**src/hdl/hsfr_pkg.sv**
```systemverilog
package hsfr_pkg;

  // Widths fixed by the byte stream and the result format
  localparam int unsigned ByteW    = 8;
  localparam int unsigned PosOutW  = 6;
  localparam int unsigned KindW    = 2;
  localparam int unsigned PaddrW   = 4;
  localparam int unsigned ApbDataW = 32;

  // Default frame length, header and checksum byte included
  localparam int unsigned FrameLenDef = 16;

  // Register reset values
  localparam logic [ByteW-1:0] HeaderByteRst = 8'hA5;
  localparam logic [ByteW-1:0] WriteCodeRst  = 8'h52;
  localparam logic [ByteW-1:0] ReadCodeRst   = 8'h51;

  typedef enum logic [KindW-1:0] {
    KIND_WRITE    = 2'd0,
    KIND_READ     = 2'd1,
    KIND_OTHER    = 2'd2,
    KIND_CSUM_ERR = 2'd3
  } frame_kind_e;

  // Register index, taken from paddr[3:2]
  typedef enum logic [1:0] {
    REG_HEADER     = 2'd0,
    REG_WRITE_CODE = 2'd1,
    REG_READ_CODE  = 2'd2
  } reg_idx_e;

  typedef enum logic {
    ST_RECV,
    ST_DUMP
  } rx_state_e;

  typedef struct packed {
    logic [ByteW-1:0] header_byte;
    logic [ByteW-1:0] write_code;
    logic [ByteW-1:0] read_code;
  } hsfr_cfg_t;

  // Frame kind from byte 1; write code wins when both codes match
  function automatic frame_kind_e classify(input logic [ByteW-1:0] cmd,
                                           input hsfr_cfg_t cfg);
    frame_kind_e kind;
    if (cmd == cfg.write_code) begin
      kind = KIND_WRITE;
    end else if (cmd == cfg.read_code) begin
      kind = KIND_READ;
    end else begin
      kind = KIND_OTHER;
    end
    return kind;
  endfunction

endpackage

```
**src/hdl/hsfr_cfg_regs.sv**
```systemverilog
module hsfr_cfg_regs import hsfr_pkg::*; (
  input  logic                clk_i,
  input  logic                rst_ni,
  input  logic                psel,
  input  logic                penable,
  input  logic                pwrite,
  input  logic [PaddrW-1:0]   paddr,
  input  logic [ApbDataW-1:0] pwdata,
  output logic [ApbDataW-1:0] prdata,
  output logic                pready,
  output hsfr_cfg_t           cfg_o
);

  hsfr_cfg_t cfg_q;
  hsfr_cfg_t cfg_d;
  reg_idx_e  reg_idx;
  logic      wr_en;

  assign pready  = 1'b1;
  assign wr_en   = psel & penable & pwrite;
  assign reg_idx = reg_idx_e'(paddr[3:2]);
  assign cfg_o   = cfg_q;

  // write decode; unmapped index is ignored
  always_comb begin
    cfg_d = cfg_q;
    if (wr_en) begin
      unique case (reg_idx)
        REG_HEADER:     cfg_d.header_byte = pwdata[ByteW-1:0];
        REG_WRITE_CODE: cfg_d.write_code  = pwdata[ByteW-1:0];
        REG_READ_CODE:  cfg_d.read_code   = pwdata[ByteW-1:0];
        default: ;
      endcase
    end
  end

  always_ff @(posedge clk_i or negedge rst_ni) begin
    if (!rst_ni) begin
      cfg_q.header_byte <= HeaderByteRst;
      cfg_q.write_code  <= WriteCodeRst;
      cfg_q.read_code   <= ReadCodeRst;
    end else begin
      cfg_q <= cfg_d;
    end
  end

  // read back
  always_comb begin
    prdata = '0;
    unique case (reg_idx)
      REG_HEADER:     prdata = ApbDataW'(cfg_q.header_byte);
      REG_WRITE_CODE: prdata = ApbDataW'(cfg_q.write_code);
      REG_READ_CODE:  prdata = ApbDataW'(cfg_q.read_code);
      default:        prdata = '0;
    endcase
  end

endmodule

```
**config.mk**
```make
export PLATFORM = sky130hd
export DESIGN_NAME = hsfr_cfg_regs
export DESIGN_NICKNAME = d
export VERILOG_FILES = /design/src/hdl/hsfr_pkg.sv /design/src/hdl/hsfr_cfg_regs.sv
export SDC_FILE = /design/constraint.sdc
export NUM_CORES = 1
export LEC_CHECK = 0
export BUFFER_PORTS_ARGS = -buffer_cell sky130_fd_sc_hd__buf_2
export CORE_ASPECT_RATIO = 0.75
export CORE_UTILIZATION = 36
export CTS_CLUSTER_DIAMETER = 120
export CTS_CLUSTER_SIZE = 14
export DETAILED_ROUTE_END_ITERATION = 8
export GPL_ROUTABILITY_DRIVEN = 0
export PLACE_DENSITY = 0.77
export SYNTH_ARGS = -nofsm -noshare
export SYNTH_HDL_FRONTEND = slang
export SYNTH_SLANG_ARGS = --single-unit
```
**constraint.sdc**
```tcl
create_clock -name clk_i -period 0.8 [get_ports clk_i]
set_clock_uncertainty 0.05 [all_clocks]
set_input_delay 0.08 -clock clk_i [delete_from_list [all_inputs] [get_ports clk_i]]
set_output_delay 0.08 -clock clk_i [all_outputs]
set_load 0.02 [all_outputs]
```
==> results of run 1 <==
final cells by class:
cell class,count,area (µm²),share of cell area (%)
clock buffer,3,41.3,1.84
clock inverter,1,30.0,1.34
multi-input combinational,78,694,31.0
sequential,24,613,27.3
tap,50,62.6,2.79
timing repair buffer,80,802,35.8
cell families after synthesis:
family	Yosys count	synth area share, %
multiplexers	32	28.3
buffers and inverters	29	16.4
AND/OR/NAND/NOR	13	6.23
flip-flops	24	45.5
other	2	0.558
AO/OA/AOI/OAI	8	2.97
how the worst max path moves through the flow:
stage / start / end / slack (ns)
after detailed placement: pwrite / cfg_o[10] / -0.53
after CTS: cfg_o[14] / prdata[6] / -0.52
after global routing: cfg_o[14] / prdata[6] / -0.61
final: cfg_o[14] / prdata[6] / -0.56
after global placement: pwrite / cfg_o[10] / -0.51
after floorplan: pwrite / cfg_o[10] / -0.34
placed cells by master (no fill, tap or decap), types with 2 or more instances in the layout:
| cell | Yosys | layout |
|---|---|---|
| clkbuf_8 | 0 | 3 |
| buf_6 | 2 | 55 |
| mux2_4 | 8 | 23 |
| buf_2 | 0 | 13 |
| o21ai_2 | 0 | 7 |
| buf_4 | 26 | 9 |
| nand2_1 | 8 | 8 |
| dfrtp_1 | 14 | 14 |
| mux2i_1 | 8 | 8 |
| conb_1 | 2 | 25 |
| dfstp_2 | 10 | 10 |
| buf_12 | 0 | 2 |
repair_timing:
action,CTS,global route
endpoints found under the hold margin,24,0
endpoints found under the setup margin,56,56
buffers inserted,5,12
pin swaps,4,4
gates resized for setup,77,23
hold buffers,1,0
gates cloned,0,0
metal layers:
layer  up-vias  routed length, µm  track usage, %
met5         -                  0               0
met1       495               1530            22.9
met2        51               1770            32.2
met3         4                176            3.80
met4         0                 40            4.90
li1        474                  -               -
power by group through the flow:
| stage | clock (µW) | sequential, µW | combinational (µW) |
|---|---|---|---|
| floorplan | 0 | 2160 | 880 |
| finish | 1090 | 1860 | 2700 |
| CTS | 1090 | 1840 | 2520 |
| global placement | 0 | 1800 | 1850 |
| global route | 1150 | 1900 | 2850 |
| detailed placement | 0 | 1810 | 1890 |
metrics by stage:
stage | TNS (ns) | cell area, µm²
2_1_floorplan | -9.30 | 1520
3_3_place_gp | -13.43 | 1790
6_report | -13.44 | 2240
3_5_place_dp | -13.73 | 1790
5_1_grt | -15.09 | 2240
4_1_cts | -13.50 | 2160
critical path: cells and delay by family (launching register included):
| kind | cells | cell delay (ns) |
|---|---|---|
| flops | 1 | 0.54 |
| compound gates | 1 | 0.18 |
| buf+inv | 1 | 0.14 |
| mux | 1 | 0.10 |
==> flow_summary_export.csv, run 1 <==
group,metric,value,unit
pwr,leakage,0.00112,µW
cts,cts_max_path_buffers,2,
placement,pre_cts_ws,-0.533,ns
placement,dpl.cell_count,223,
setup_path,r2r-start,"cfg_o[14]",
placement,dp_hpwl,2230,µm
yosys,synth_top_area_cell,"dfrtp_1",
worst_hold_path,holdPathStages,2,
pwr,power.density,2520,mW/mm²
setup_path,reg2reg_slack,-0.40,ns
pwr,seq_power_share,32.9,%
pwr,power,5650,µW
timing,setup_ws,-0.564,ns
yosys,ys.flop_type,"dfrtp_1",
cts,cts_root_buf,"clkbuf_8",
floorplan,fp.dieH,55.0,µm
drt,routedWlPerCell,14.9,µm
yosys,synth_cell_type_count,16,
run,cap_violations,0,
global_routing,grt_pass1_wl,5180,µm
timing,hold_viol_final,0,
setup_path,cp.required,0.67,ns
floorplan,core_region_area,0.00342,mm²
drt,drt_iter0_drc,9,
yosys,async_flop_share,100,%
final_layout,diodes,0,
floorplan,dieArea,0.00399,mm²
worst_hold_path,worstHoldStart,"pwdata[1]",
yosys,synth-edff-count,0,
status,failed_checks,"negative setup slack",
drt,routed_via_density,4.34,
setup_path,path_class,"reg2out",
floorplan,start_util,39.3,%
setup_path,endpoint_kind,"primary output",
final_layout,largest_register_ff_count,24,
cts,htree_num_levels,1,
yosys,synth_most_common_cell,"buf_4",
global_routing,grt_pass1_vias,1011,
yosys,synthTopCellsByArea,"dfrtp_1 (26%), dfstp_2 (20%), buf_4 (14%), mux2_2 (13%), mux2_4 (8.9%)",
setup_path,worstPathCellList,"mux2i_1, o21ai_2, buf_6",
cts,cts.clk_slew.worst_paths,0.09,ns
global_routing,grt_max_degree,25,
placement,portBuffers,46,
timing,fmax,0.733,GHz
final_layout,layout-drive-gt1-share,68.3,%
drt,drc_errors,0,
cts,clock_latency,0.27,ns
cts,cts_buffers,3,
global_routing,antenna_found_initial,0,
timing,setup_violations,55,
final_layout,post_layout_nonfiller_instances,236,
final_layout,fin_nets,228,
setup_path,crit_slowest_cell,"dfstp_2",
pwr,netSwitchingFraction,32.8,%
cts,tritoncts,"yes",
yosys,avgSynthCellArea,12.5,µm²
floorplan,die_w,72.6,µm
setup_path,cp_max_fo,2,
worst_hold_path,whs_endpoint,"cfg_o[9]",
floorplan,fp-row-count,18,
yosys,ys_seq_area_share,45.5,%
yosys,syn_area,0.00135,mm²
yosys,synth_warnings,0,
drt,drt-pass1-iter-count,4,
yosys,ys_top_cells_by_count,"buf_4 (26), mux2_2 (16), dfrtp_1 (14)",
pwr,ir_drop,2210,µV
timing,slew_viol_final,0,
yosys,synth_seq_cells,24,
drt,ant_nets,0,
setup_path,critPathLaunchType,"register",
timing,period_needed,1.36,ns
drt,num_vias,1024,
final_layout,fillCellCount,250,
setup_path,slowest_delay,0.54,ns
worst_hold_path,hold_class,"in2reg",
setup_path,cp.arrival,1.23,ns
setup_path,r2r_cells,5,
pwr,p_switching,1850,µW
timing,rsz0062_at_grt,"true",
pwr,clkPwrFrac,19.3,%
pwr,internal_power,3800,µW
global_routing,overflow,0,
pwr,power_frac_comb,47.8,%
timing,post-route-period-util,170,%
drt,wirelength,3520,µm
setup_path,rr_endpoint,"cfg_o[14]",
final_layout,synthToLayoutAreaGrowth,66.6,%
yosys,syn_inst,108,
cts,cts_sinks,24,
status,status,"finished with violations",
yosys,synth_top_area_share,26.0,%
timing,whs,0.0161,ns
floorplan,io-pin-count,98,
global_routing,grt_use_total,18.1,%
final_layout,fin_util,65.5,%
Note: power is estimated with default switching activity, not from simulation.
==> run 2, diff against run 1 <==
Settings changed: RECOVER_POWER set to 50.
==> run 2 against run 1 <==
Against the previous run:
- the run still ends with negative setup slack left
- maximum frequency is essentially flat
- sequential cell count is the same
- critical path depth is the same
- non-clock buffer count is the same
- via count is the same
- design area shrank 0.56%
- sequential power is essentially flat
- combinational power is essentially flat
- register-to-register slack is essentially flat
- largest cell class unchanged
==> flow_summary_export.csv, run 2 (synthesis gave the netlist of run 1 again) <==
group,metric,value,unit
status,status,"finished with violations",
status,failed_checks,"negative setup slack",
setup_path,endpoint_kind,"primary output",
cts,cts_root_buf,"clkbuf_8",
setup_path,critPathLaunchType,"register",
worst_hold_path,holdPathStages,2,
setup_path,r2r_cells,5,
setup_path,slowest_delay,0.54,ns
global_routing,antenna_found_initial,0,
final_layout,layout_common_cells,"buf_6 (55), conb_1 (25), mux2_4 (23)",
floorplan,dieArea,0.00399,mm²
drt,num_vias,1024,
drt,drt-pass1-iter-count,4,
pwr,leakage,0.00112,µW
setup_path,rr_endpoint,"cfg_o[14]",
pwr,netSwitchingFraction,32.8,%
final_layout,final_common_cell,"buf_6",
cts,cts_max_path_buffers,2,
setup_path,worst-path-buf-inv,1,
drt,routedWlPerCell,14.9,µm
worst_hold_path,hold_class,"in2reg",
drt,wirelength,3520,µm
timing,post-route-period-util,170,%
global_routing,grt_pass1_vias,1011,
final_layout,fin_nets,228,
floorplan,fp-row-count,18,
pwr,power_frac_comb,47.7,%
run,cap_violations,0,
floorplan,start_util,39.3,%
floorplan,die_w,72.6,µm
placement,portBuffers,46,
timing,setup_ws,-0.564,ns
setup_path,cp_max_fo,2,
final_layout,fin_util,65.2,%
timing,slew_viol_final,0,
global_routing,grt_pass1_wl,5180,µm
drt,drt_iter0_drc,9,
timing,setup_violations,55,
drt,ant_nets,0,
final_layout,largest_register_ff_count,24,
setup_path,cp.arrival,1.23,ns
timing,period_needed,1.36,ns
setup_path,path_class,"reg2out",
pwr,ir_drop,2210,µV
pwr,power,5640,µW
cts,tritoncts,"yes",
cts,clock_latency,0.27,ns
worst_hold_path,worstHoldStart,"pwdata[1]",
setup_path,worstPathCellList,"mux2i_1, o21ai_2, buf_6",
pwr,p_switching,1850,µW
setup_path,r2r-start,"cfg_o[14]",
pwr,clkPwrFrac,19.3,%
worst_hold_path,whs_endpoint,"cfg_o[9]",
floorplan,fp.dieH,55.0,µm
setup_path,path_delay_family,"flip-flops",
cts,cts_buffers,3,
floorplan,core_region_area,0.00342,mm²
global_routing,overflow,0,
drt,routed_via_density,4.34,
final_layout,layout-drive-gt1-share,68.3,%
timing,fmax,0.733,GHz
cts,htree_num_levels,1,
setup_path,reg2reg_slack,-0.40,ns
timing,rsz0062_at_grt,"true",
timing,hold_viol_final,0,
global_routing,grt_max_degree,25,
placement,pre_cts_ws,-0.533,ns
pwr,power.density,2530,mW/mm²
drt,drc_errors,0,
final_layout,diodes,0,
pwr,seq_power_share,33.0,%
placement,dpl_cell_area,0.00179,mm²
final_layout,synthToLayoutAreaGrowth,65.7,%
placement,dp_hpwl,2230,µm
cts,cts_sinks,24,
floorplan,io-pin-count,98,
cts,cts.clk_slew.worst_paths,0.09,ns
setup_path,crit_slowest_cell,"dfstp_2",
setup_path,cp.required,0.67,ns
pwr,internal_power,3790,µW
final_layout,final_cell_area,0.00223,mm²
global_routing,grt_use_total,18.1,%
[run 2: layout make-up]
| class | instances | area (µm²) |
|---|---|---|
| clock buffer | 3 | 41.3 |
| clock inverter | 1 | 30.0 |
| fill | 252 | 1190 |
| multi-input combinational | 78 | 694 |
| sequential | 24 | 613 |
| tap | 50 | 62.6 |
| timing repair buffer | 80 | 790 |
[run 2: how the worst max path moves through the flow]
stage / depth (start not counted) / start / slack, ns / end
6_report: 3 / cfg_o[14] / -0.56 / prdata[6]
5_1_grt: 3 / cfg_o[14] / -0.61 / prdata[6]
4_1_cts: 3 / cfg_o[14] / -0.52 / prdata[6]
3_5_place_dp: 5 / pwrite / -0.53 / cfg_o[10]
3_3_place_gp: 5 / pwrite / -0.51 / cfg_o[10]
2_1_floorplan: 4 / pwrite / -0.34 / cfg_o[10]
[run 2: layer usage]
layer	vias up	global-route usage, %	share of wire [%]
li1	474	-	-
met1	495	22.9	44
met2	51	32.2	50
met3	4	3.80	5.0
met4	0	4.90	1.1
met5	-	0	0
[run 2: power by group through the flow]
stage / registers, µW / clock network (µW) / logic, µW
floorplan: 2160 / 0 / 880
global placement: 1800 / 0 / 1850
detailed placement: 1810 / 0 / 1890
CTS: 1840 / 1090 / 2520
global route: 1900 / 1150 / 2840
finish: 1860 / 1090 / 2690
[run 2: stage by stage]
stage | setup TNS (ns) | hold slack [ns] | cells
6_report | -13.44 | 0.0161 | 236
5_1_grt | -15.09 | 0.0148 | 236
4_1_cts | -13.50 | 0.0127 | 232
3_5_place_dp | -13.73 | -0.0193 | 223
3_3_place_gp | -13.43 | -0.0243 | 223
2_1_floorplan | -9.30 | -0.266 | 131
[run 2: timing repair]
item	4_1_cts	5_1_grt
gates cloned	0	0
endpoints found under the setup margin	56	56
pin swaps	4	4
hold buffers	1	0
setup buffers	5	12
endpoints found under the hold margin	24	0
resized for setup	77	23
